--- src/rtl/pvdae_pkg.sv ---
// ----------------------------------------------------------------------------
// pvdae_pkg
// Shared constants, opcodes and types of the audio pair embedder.
// ----------------------------------------------------------------------------
package pvdae_pkg;

  localparam int HEADER_BITS_DEF   = 10;
  localparam int MAX_MESSAGE_BYTES = 128;
  localparam int BYTE_ADDR_W       = $clog2(MAX_MESSAGE_BYTES);
  localparam int PAYLOAD_W         = 7;
  localparam int POS_W             = 11;
  localparam int SAMPLE_W          = 16;
  localparam int CAP_W             = 4;
  localparam int MAX_CAP           = 15;

  // message store banking: three consecutive bytes always hit three banks
  localparam int BANKS       = 4;
  localparam int BANK_SEL_W  = $clog2(BANKS);
  localparam int BANK_DEPTH  = MAX_MESSAGE_BYTES / BANKS;
  localparam int BANK_ADDR_W = $clog2(BANK_DEPTH);
  localparam int WIN_BYTES   = 3;
  localparam int WIN_BITS    = WIN_BYTES * 8;
  localparam int WIN_IDX_W   = $clog2(WIN_BITS);

  typedef enum logic [1:0] {
    OP_LOAD    = 2'd0,
    OP_EMBED   = 2'd1,
    OP_RESTART = 2'd2
  } opcode_t;

  typedef struct packed {
    logic                   en;
    logic [BYTE_ADDR_W-1:0] addr;
    logic [7:0]             data;
  } msg_wr_t;

endpackage

--- src/rtl/pvdae_ifs.sv ---
// ----------------------------------------------------------------------------
// pvdae channel interfaces
// Valid/ready channels for configuration, sample pairs and results.
// ----------------------------------------------------------------------------
interface pvdae_cfg_if;
  logic       valid;
  logic       ready;
  logic [6:0] payload_bytes;

  modport source (output valid, output payload_bytes, input ready);
  modport sink   (input valid, input payload_bytes, output ready);
endinterface

interface pvdae_in_if;
  logic               valid;
  logic               ready;
  logic [1:0]         opcode;
  logic [6:0]         byte_index;
  logic [7:0]         message_byte;
  logic signed [15:0] first_sample;
  logic signed [15:0] second_sample;

  modport source (output valid, output opcode, output byte_index, output message_byte,
                  output first_sample, output second_sample, input ready);
  modport sink   (input valid, input opcode, input byte_index, input message_byte,
                  input first_sample, input second_sample, output ready);
endinterface

interface pvdae_out_if;
  logic               valid;
  logic               ready;
  logic signed [15:0] first_out;
  logic signed [15:0] second_out;
  logic [3:0]         bits_used;
  logic               final_bits;
  logic               passed_through;

  modport source (output valid, output first_out, output second_out, output bits_used,
                  output final_bits, output passed_through, input ready);
  modport sink   (input valid, input first_out, input second_out, input bits_used,
                  input final_bits, input passed_through, output ready);
endinterface

--- src/rtl/pvdae_msg_store.sv ---
// ----------------------------------------------------------------------------
// pvdae_msg_store
// Four-bank message byte store; returns the three bytes starting at a base.
// ----------------------------------------------------------------------------
module pvdae_msg_store import pvdae_pkg::*; (
  input  logic                   clk,
  input  logic                   rst,
  input  msg_wr_t                wr,
  input  logic [BYTE_ADDR_W-1:0] rd_base,
  output logic [WIN_BITS-1:0]    window
);

  logic [BANKS-1:0][7:0]  bank_data;
  logic [BYTE_ADDR_W-1:0] rd_base_q;
  msg_wr_t                wr_q;

  for (genvar b = 0; b < BANKS; b++) begin : g_bank
    logic [7:0]             mem [BANK_DEPTH];
    logic [7:0]             q;
    logic [BANK_SEL_W-1:0]  off;
    logic [BYTE_ADDR_W-1:0] addr_x;

    // byte of the window that lives in this bank
    assign off    = BANK_SEL_W'(b) - rd_base[BANK_SEL_W-1:0];
    assign addr_x = rd_base + BYTE_ADDR_W'(off);

    always_ff @(posedge clk) begin
      if (wr.en && (wr.addr[BANK_SEL_W-1:0] == BANK_SEL_W'(b))) begin
        mem[wr.addr[BYTE_ADDR_W-1:BANK_SEL_W]] <= wr.data;
      end
      q <= mem[addr_x[BYTE_ADDR_W-1:BANK_SEL_W]];
    end

    assign bank_data[b] = q;
  end

  always_ff @(posedge clk) begin
    rd_base_q <= rd_base;
    if (rst) begin
      wr_q.en <= 1'b0;
    end else begin
      wr_q.en <= wr.en;
    end
    wr_q.addr <= wr.addr;
    wr_q.data <= wr.data;
  end

  // reorder banks into window order; forward a write that raced the read
  always_comb begin
    logic [BANK_SEL_W-1:0]  sel;
    logic [BYTE_ADDR_W-1:0] baddr;
    logic [7:0]             w;
    window = '0;
    for (int j = 0; j < WIN_BYTES; j++) begin
      sel   = rd_base_q[BANK_SEL_W-1:0] + BANK_SEL_W'(j);
      baddr = rd_base_q + BYTE_ADDR_W'(j);
      w     = bank_data[sel];
      if (wr_q.en && (wr_q.addr == baddr)) begin
        w = wr_q.data;
      end
      window[WIN_BITS-1-8*j -: 8] = w;
    end
  end

endmodule

--- src/rtl/pvd_audio_pair_embedder_core.sv ---
// ----------------------------------------------------------------------------
// pvd_audio_pair_embedder_core
// Differencing embedder that hides a length header and message in sample pairs.
// ----------------------------------------------------------------------------
// Load the message bytes (opcode load), set payload_bytes, then stream sample
// pairs (opcode embed). Each pair returns one result item after it passes the
// input register, one pass of difference/capacity logic and the result
// register; one item is taken every cycle as long as results are drained. The
// message store reads the three-byte window for the next bit position in the
// same cycle that the position moves, so the next pair finds its bits ready.
// Loads and restarts give no result. After the last message bit is placed,
// pairs pass through unchanged until a restart item. The store needs no
// clearing pass after reset.
// ----------------------------------------------------------------------------
module pvd_audio_pair_embedder_core import pvdae_pkg::*; #(
  parameter int HEADER_BITS = HEADER_BITS_DEF
) (
  input  logic        clk,
  input  logic        rst,
  pvdae_cfg_if.sink   cfg,
  pvdae_in_if.sink    samples,
  pvdae_out_if.source results
);

  localparam int                HDR_IDX_W = $clog2(HEADER_BITS);
  localparam logic [POS_W-1:0]  HDR_LEN   = POS_W'(HEADER_BITS);

  // configuration
  logic [PAYLOAD_W-1:0] payload_bytes;

  // input register
  logic                   s1_valid;
  logic [1:0]             s1_op;
  logic [BYTE_ADDR_W-1:0] s1_index;
  logic [7:0]             s1_byte;
  logic signed [15:0]     s1_first;
  logic signed [15:0]     s1_second;

  // stream state
  logic [POS_W-1:0] bit_position, bit_position_next;
  logic             finished, finished_next;

  // result register
  logic               out_valid, out_valid_next;
  logic signed [15:0] out_first;
  logic signed [15:0] out_second;
  logic [CAP_W-1:0]   out_bits;
  logic               out_final;
  logic               out_passed;

  logic s1_embed, s1_fire;

  // store
  msg_wr_t                wr;
  logic [BYTE_ADDR_W-1:0] rd_base, cur_base;
  logic [WIN_BITS-1:0]    window;

  // embed datapath
  logic signed [16:0]     diff;
  logic [15:0]            mag;
  logic [CAP_W-1:0]       msb_k, cap, take;
  logic [15:0]            bound;
  logic [POS_W-1:0]       total, remaining;
  logic                   last;
  logic [HEADER_BITS-1:0] count_h;
  logic [MAX_CAP-1:0]     stream;
  logic [MAX_CAP-1:0]     value;
  logic [16:0]            target_mag;
  logic signed [17:0]     target, change, floor_h, half, fsub;
  logic signed [15:0]     first_new, second_new;

  // byte address of the first payload byte the window must cover
  function automatic logic [BYTE_ADDR_W-1:0] base_of(input logic [POS_W-1:0] p);
    logic [POS_W-1:0] q;
    q = (p >= HDR_LEN) ? p - HDR_LEN : '0;
    return q[BYTE_ADDR_W+2:3];
  endfunction

  // --------------------------------------------------------------------------
  // Handshakes: the stage advances unless it holds a pair and the result
  // register is full and stalled.
  // --------------------------------------------------------------------------
  assign s1_embed      = s1_valid && (s1_op == OP_EMBED);
  assign s1_fire       = s1_valid && (!s1_embed || !out_valid || results.ready);
  assign samples.ready = !s1_valid || s1_fire;
  assign cfg.ready     = 1'b1;

  always_ff @(posedge clk) begin
    if (rst) begin
      payload_bytes <= '0;
    end else if (cfg.valid) begin
      payload_bytes <= cfg.payload_bytes;
    end
  end

  always_ff @(posedge clk) begin
    if (rst) begin
      s1_valid <= 1'b0;
    end else if (samples.ready) begin
      s1_valid <= samples.valid;
    end
    if (samples.valid && samples.ready) begin
      s1_op     <= samples.opcode;
      s1_index  <= samples.byte_index;
      s1_byte   <= samples.message_byte;
      s1_first  <= samples.first_sample;
      s1_second <= samples.second_sample;
    end
  end

  // --------------------------------------------------------------------------
  // Capacity: magnitude of the difference picks the range.
  // --------------------------------------------------------------------------
  assign diff = $signed({s1_second[15], s1_second}) - $signed({s1_first[15], s1_first});
  assign mag  = diff[16] ? 16'(-diff) : 16'(diff);

  always_comb begin
    msb_k = CAP_W'(3);
    for (int i = 4; i < 16; i++) begin
      if (mag[i]) begin
        msb_k = CAP_W'(i);
      end
    end
  end

  assign cap   = (mag[15:3] == '0) ? CAP_W'(3) : msb_k;
  assign bound = (mag[15:3] == '0) ? 16'd0 : (16'd1 << msb_k);

  // --------------------------------------------------------------------------
  // Bits left in header plus payload; the pair that reaches the end is last.
  // --------------------------------------------------------------------------
  assign total     = HDR_LEN + POS_W'({payload_bytes, 3'b000});
  assign remaining = (bit_position < total) ? total - bit_position : '0;
  assign last      = remaining <= POS_W'(cap);
  assign take      = last ? remaining[CAP_W-1:0] : cap;

  // --------------------------------------------------------------------------
  // Gather the next bits: header bits from the count, payload bits from the
  // prefetched window, then keep the first take of them.
  // --------------------------------------------------------------------------
  assign count_h  = HEADER_BITS'({payload_bytes, 3'b000});
  assign cur_base = base_of(bit_position);

  always_comb begin
    logic [POS_W:0]         pos;
    logic [POS_W:0]         qi;
    logic [HDR_IDX_W-1:0]   hidx;
    logic [WIN_IDX_W-1:0]   off;
    stream = '0;
    for (int i = 0; i < MAX_CAP; i++) begin
      pos  = {1'b0, bit_position} + (POS_W+1)'(i);
      qi   = pos - {1'b0, HDR_LEN};
      hidx = HDR_IDX_W'(HEADER_BITS - 1) - pos[HDR_IDX_W-1:0];
      off  = qi[WIN_IDX_W-1:0] - {cur_base[1:0], 3'b000};
      if (pos < {1'b0, HDR_LEN}) begin
        stream[MAX_CAP-1-i] = count_h[hidx];
      end else begin
        stream[MAX_CAP-1-i] = window[WIN_IDX_W'(WIN_BITS - 1) - off];
      end
    end
  end

  assign value = stream >> (CAP_W'(MAX_CAP) - take);

  // --------------------------------------------------------------------------
  // New difference keeps the old sign; split the change over both samples,
  // the odd unit going to the first sample.
  // --------------------------------------------------------------------------
  assign target_mag = {2'b00, value} + {1'b0, bound};
  assign target     = diff[16] ? -$signed({1'b0, target_mag}) : $signed({1'b0, target_mag});
  assign change     = target - 18'(diff);
  assign floor_h    = change >>> 1;
  assign half       = floor_h + 18'(change[17] && change[0]);
  assign fsub       = floor_h + 18'(!change[17] && change[0]);
  assign first_new  = s1_first - fsub[15:0];
  assign second_new = s1_second + half[15:0];

  // --------------------------------------------------------------------------
  // State update and store write.
  // --------------------------------------------------------------------------
  always_comb begin
    bit_position_next = bit_position;
    finished_next     = finished;
    wr.en             = 1'b0;
    wr.addr           = s1_index;
    wr.data           = s1_byte;
    if (s1_fire) begin
      unique case (s1_op)
        OP_LOAD: begin
          wr.en = 1'b1;
        end
        OP_EMBED: begin
          if (!finished) begin
            bit_position_next = bit_position + POS_W'(take);
            finished_next     = last;
          end
        end
        OP_RESTART: begin
          bit_position_next = '0;
          finished_next     = 1'b0;
        end
        default: begin
          // unused opcode: drop the item
        end
      endcase
    end
  end

  always_ff @(posedge clk) begin
    if (rst) begin
      bit_position <= '0;
      finished     <= 1'b0;
    end else begin
      bit_position <= bit_position_next;
      finished     <= finished_next;
    end
  end

  // read the window for the position the next pair will see
  assign rd_base = rst ? '0 : base_of(bit_position_next);

  pvdae_msg_store u_store (
    .clk     (clk),
    .rst     (rst),
    .wr      (wr),
    .rd_base (rd_base),
    .window  (window)
  );

  // --------------------------------------------------------------------------
  // Result register.
  // --------------------------------------------------------------------------
  always_comb begin
    out_valid_next = out_valid;
    if (s1_fire && s1_embed) begin
      out_valid_next = 1'b1;
    end else if (results.ready) begin
      out_valid_next = 1'b0;
    end
  end

  always_ff @(posedge clk) begin
    if (rst) begin
      out_valid <= 1'b0;
    end else begin
      out_valid <= out_valid_next;
    end
    if (s1_fire && s1_embed) begin
      if (finished) begin
        out_first  <= s1_first;
        out_second <= s1_second;
        out_bits   <= '0;
        out_final  <= 1'b0;
        out_passed <= 1'b1;
      end else begin
        out_first  <= first_new;
        out_second <= second_new;
        out_bits   <= take;
        out_final  <= last;
        out_passed <= 1'b0;
      end
    end
  end

  assign results.valid          = out_valid;
  assign results.first_out      = out_first;
  assign results.second_out     = out_second;
  assign results.bits_used      = out_bits;
  assign results.final_bits     = out_final;
  assign results.passed_through = out_passed;

endmodule

--- src/flat_wrapper.sv ---
// flat-port wrapper written by rule: the top's interface ports become plain ports
module pvd_audio_pair_embedder_core_flat import pvdae_pkg::*;
#(
  parameter int HEADER_BITS = HEADER_BITS_DEF
)
  (clk, rst, cfg_valid, cfg_payload_bytes, cfg_ready, samples_valid, samples_opcode, samples_byte_index, samples_message_byte, samples_first_sample, samples_second_sample, samples_ready, results_valid, results_first_out, results_second_out, results_bits_used, results_final_bits, results_passed_through, results_ready);
  pvdae_cfg_if cfg_i ();
  pvdae_in_if samples_i ();
  pvdae_out_if results_i ();
  input  logic clk;
  input  logic rst;
  input wire logic [$bits(cfg_i.valid)-1:0] cfg_valid;
  input wire logic [$bits(cfg_i.payload_bytes)-1:0] cfg_payload_bytes;
  output wire logic [$bits(cfg_i.ready)-1:0] cfg_ready;
  input wire logic [$bits(samples_i.valid)-1:0] samples_valid;
  input wire logic [$bits(samples_i.opcode)-1:0] samples_opcode;
  input wire logic [$bits(samples_i.byte_index)-1:0] samples_byte_index;
  input wire logic [$bits(samples_i.message_byte)-1:0] samples_message_byte;
  input wire logic [$bits(samples_i.first_sample)-1:0] samples_first_sample;
  input wire logic [$bits(samples_i.second_sample)-1:0] samples_second_sample;
  output wire logic [$bits(samples_i.ready)-1:0] samples_ready;
  output wire logic [$bits(results_i.valid)-1:0] results_valid;
  output wire logic [$bits(results_i.first_out)-1:0] results_first_out;
  output wire logic [$bits(results_i.second_out)-1:0] results_second_out;
  output wire logic [$bits(results_i.bits_used)-1:0] results_bits_used;
  output wire logic [$bits(results_i.final_bits)-1:0] results_final_bits;
  output wire logic [$bits(results_i.passed_through)-1:0] results_passed_through;
  input wire logic [$bits(results_i.ready)-1:0] results_ready;
  assign cfg_i.valid = cfg_valid;
  assign cfg_i.payload_bytes = cfg_payload_bytes;
  assign cfg_ready = cfg_i.ready;
  assign samples_i.valid = samples_valid;
  assign samples_i.opcode = samples_opcode;
  assign samples_i.byte_index = samples_byte_index;
  assign samples_i.message_byte = samples_message_byte;
  assign samples_i.first_sample = samples_first_sample;
  assign samples_i.second_sample = samples_second_sample;
  assign samples_ready = samples_i.ready;
  assign results_valid = results_i.valid;
  assign results_first_out = results_i.first_out;
  assign results_second_out = results_i.second_out;
  assign results_bits_used = results_i.bits_used;
  assign results_final_bits = results_i.final_bits;
  assign results_passed_through = results_i.passed_through;
  assign results_i.ready = results_ready;
  pvd_audio_pair_embedder_core #(.HEADER_BITS(HEADER_BITS)) u_core (.clk(clk), .rst(rst), .cfg(cfg_i), .samples(samples_i), .results(results_i));
endmodule
--- config.mk ---
export PLATFORM = sky130hd
export DESIGN_NAME = pvd_audio_pair_embedder_core_flat
export DESIGN_NICKNAME = d
export VERILOG_FILES = /design/src/rtl/pvdae_pkg.sv /design/src/rtl/pvdae_ifs.sv /design/src/rtl/pvdae_msg_store.sv /design/src/rtl/pvd_audio_pair_embedder_core.sv /design/src/flat_wrapper.sv
export SDC_FILE = /design/constraint.sdc
export NUM_CORES = 2
export LEC_CHECK = 0
export BUFFER_PORTS_ARGS = -buffer_cell sky130_fd_sc_hd__clkbuf_2
export CAP_MARGIN = 20
export CORE_UTILIZATION = 25
export DETAILED_ROUTE_END_ITERATION = 12
export PLACE_DENSITY = 0.51
export SYNTH_ARGS = -nofsm -noshare
export SYNTH_HDL_FRONTEND = slang
export SYNTH_SLANG_ARGS = --single-unit
--- constraint.sdc ---
create_clock -name clk -period 13.78 [get_ports clk]
set_input_delay 2.756 -clock clk [delete_from_list [all_inputs] [get_ports clk]]
set_output_delay 2.756 -clock clk [all_outputs]
set_load 0.01 [all_outputs]
==> impl_metrics.json <==
{
  "cts.sinks": 1187,
  "ys_ff_latch": 1187,
  "synth_area_um2": 58700,
  "pre_cts_slack_ns": -0.571,
  "start_util": 0.252,
  "clkTransAtPathRegs_ns": 0.06,
  "wl_per_cell_um": 22.4,
  "drv_cap": 0,
  "netlist_top_cells_area": "edfxtp_1, mux4_2, ha_1, mux2i_1, dfxtp_1",
  "nets": 4942,
  "cp_slowest_stage_delay_ns": 0.54,
  "grt_max_degree": 130,
  "dieArea_um2": 237000,
  "synth_ff_type": "edfxtp_1",
  "ys_warn_count": 0,
  "antenna_found_initial": 5,
  "cp_max_fo": 6,
  "setup_viol": 0,
  "synth.distinct_cells": 114,
  "io_pins": 102,
  "clockBufferDepth": 3,
  "netlist_instances": 4290,
  "max-slew-margin-rel": 0.220,
  "fp.coreArea_um2": 233000,
  "grt_pass1_wl_um": 263000,
  "synthToLayoutAreaGrowth_pct": 19.7,
  "vias": 38500,
  "worstPathRequired_ns": 14.27,
  "timing.critical_path.mode_cell": "buf_4",
  "drive_gt1_frac": 0.242,
  "post-dp-hpwl_um": 122000,
  "cts_root_buffer": "clkbuf_16",
  "cp_data_arrival_time_ns": 13.75,
  "synthSimpleGateAreaFrac": 0.0901,
  "synth-compound-area-share": 0.0876,
  "synthArstFlopShare": 0,
  "vdd.ir_drop.worst_uv": 199,
  "status": "complete, no violations",
  "numCtsBuffers": 132,
  "synth_edf_count": 1111,
  "max_freq_ghz": 0.0754,
  "drt_pass1_iterations": 8,
  "yosys.area_share.adder": 0.0347,
  "track_usage": 0.148,
  "die_width_um": 487,
  "fp.dieH_um": 487,
  "finalCriticalPeriod_ns": 13.26,
  "synth_xor_area_frac": 0.0306,
  "final-max-slew-violation-count": 0,
  "synth.area.mux_share": 0.136,
  "power_mw": 13.3,
  "finalWeightedCongestion": 0.920,
  "ant_nets": 0,
  "hold_path.class": "register to register",
  "ys_seq_area_frac": 0.594,
  "rsz0062_at_grt": "yes",
  "drcViolationCount": 0,
  "avgViaCountPerCell": 4.84,
  "worst_setup_path_end_kind": "register",
  "critPathKind": "register to register",
  "leakage_nw": 23.6,
  "synth_top_family_by_area": "multiplexers",
  "drt_iter0_markers": 3298,
  "fin_crit_sh": 0.962,
  "avgSynthCellArea_um2": 13.7,
  "n_antenna_cell": 0,
  "hold_violations": 0,
  "fin_ws_ns": 0.522,
  "tightest_slew_ns": 1.17,
  "cts.htree.levels": 4,
  "skew_ns": 0.0596,
  "wl_um": 179000,
  "cp_slowest_cell": "fa_1",
  "synth_top_area_frac": 0.568,
  "num_rows": 177,
  "gr-total-overflow": 0,
  "ctsHoldBuffers": 0,
  "numPortBuffers": 100,
  "powerDensity_nw_per_um2": 190,
  "grt_pass1_vias": 38300,
  "cts_tree": "built",
  "crit_path_start_kind": "register",
  "clk-insertion-delay-late_ns": 0.79,
  "synth_top_area_cell": "edfxtp_1"
}
## cells by family after synthesis
| group | Yosys count |
|---|---|
| adders and majority gates | 158 |
| DFF | 1187 |
| and+or+nand+nor | 1154 |
| other | 2 |
| buffers and inverters | 379 |
| muxes | 459 |
| AOI/OAI and AO/OA | 758 |
| xor gates and xnor gates | 193 |
## per-layer routing
layer | GRT usage | vias to the layer above | part of all wire | wire length, µm
li1 | - | 17500 | - | -
met1 | 0.202 | 19600 | 0.44 | 79300
met2 | 0.238 | 1177 | 0.47 | 84200
met3 | 0.0234 | 241 | 0.053 | 9510
met4 | 0.0496 | 0 | 0.031 | 5570
met5 | 0 | - | 0 | 0
## worst max-delay path, delay by kind of cell (launching register included)
| kind | cells | cell delay [ns] |
|---|---|---|
| compound gates | 32 | 5.54 |
| xor+xnor | 2 | 0.36 |
| simple gates | 13 | 2.02 |
| fa+ha+maj | 8 | 2.45 |
| buf+inv | 10 | 1.30 |
| flops | 1 | 0.45 |
| mux | 4 | 0.83 |
## worst paths after layout
kind	slack, ns	endpoint	cells after the start	start
worst min register to register	0.46	u_core.u_store.wr_q[11]	0	u_core.s1_index[3]
worst max-delay path	0.52	u_core.results.first_out[14]	69	u_core.s1_first[0]
worst max register to register	0.52	u_core.results.first_out[14]	69	u_core.s1_first[0]
worst min-delay path	0.46	u_core.u_store.wr_q[11]	0	u_core.s1_index[3]
## layout by cell type, fill, tap and decap left out, drive strengths merged, types with 24 or more instances in the layout
master,Yosys,layout
and3,27,27
edfxtp,1111,1111
ha,150,150
nand2,400,400
clkbuf,125,265
o22ai,74,74
o21ai,144,144
o221ai,25,25
a2111oi,26,26
a21oi,153,153
nor2,351,351
dfxtp,76,76
and2,24,24
nand2b,26,26
a31oi,49,49
o211ai,40,40
a211oi,24,24
xnor2,138,138
inv,157,165
nor3,76,76
mux4,262,262
mux2i,170,170
xor2,54,54
buf,92,413
o21a,26,26
mux2,27,27
clkinv,5,61
nand4,25,25
nand3,110,110
a21o,27,27
## Yosys cell counts, types with 11 or more instances
cell          n
xor2_1       52
buf_4        15
o21a_1       26
nand4_1      24
nand2b_1     26
o221ai_1     25
a211oi_1     22
mux4_2      254
nor4_1       11
a211o_1      15
and3_1       27
ha_1        150
and2_1       24
inv_1       150
o22ai_1      74
buf_1        30
mux2_2       26
nor2b_1      17
dfxtp_1      76
a22oi_1      12
o31ai_1      17
edfxtp_1   1111
o211ai_1     40
or2_2        20
a21o_1       26
or3_1        17
o21ai_0     135
a21oi_1     151
nand3_1     110
a2111oi_0    25
mux2i_1     167
o2111ai_1    17
xnor2_1     132
a31oi_1      49
nor3_1       72
a32oi_1      11
o21bai_1     11
buf_2        40
nand2_1     399
nor2_1      350
clkbuf_1    125
## power breakdown
group	switching (mW)	total (mW)	internal (mW)	leakage (nW)
Clock	1.51	3.43	1.92	2.03
Sequential	0.0629	4.27	4.20	10.7
Combinational	2.98	5.64	2.66	10.9
Total	4.56	13.3	8.78	23.6
## registers in the layout, summed over array words and instances (netlist names), 8 cells and up
signal,count
u_core.results.second_out,16
u_core.u_store.g_bank.mem,1024
u_core.results.first_out,16
u_core.s1_second,16
u_core.s1_first,16
u_core.bit_position,11
u_core.u_store.wr_q,16
u_core.s1_byte,8
u_core.u_store.g_bank.q,32
## metrics by stage
step           setup TNS [ns]  hold slack, ns  utilization  instance area [µm²]  cells
4_1_cts                     0           0.459        0.298                69500   7936
6_report                    0           0.464        0.301                70200   7960
5_1_grt                -0.339           0.477        0.301                70200   7960
3_5_place_dp            -1.44           0.448        0.280                65300   7693
2_1_floorplan               0           0.399            -                58700   4293
3_3_place_gp            -1.37           0.423        0.280                65200   7689
## repair_timing
item	4_1_cts	5_1_grt
pin swaps	2	63
gates cloned	0	1
setup buffers	4	21
resized for setup	16	118
endpoints found under the setup margin	5	13
## cell type report
class                      count  area (µm²)
tap                         3132        3920
clock buffer                 165        3520
timing repair buffer         513        3710
clock inverter                74         677
sequential                  1187       34900
inverter                     162         613
fill                       23400      163000
multi-input combinational   2727       22900
No activity file was read; power rests on OpenSTA's default activity.
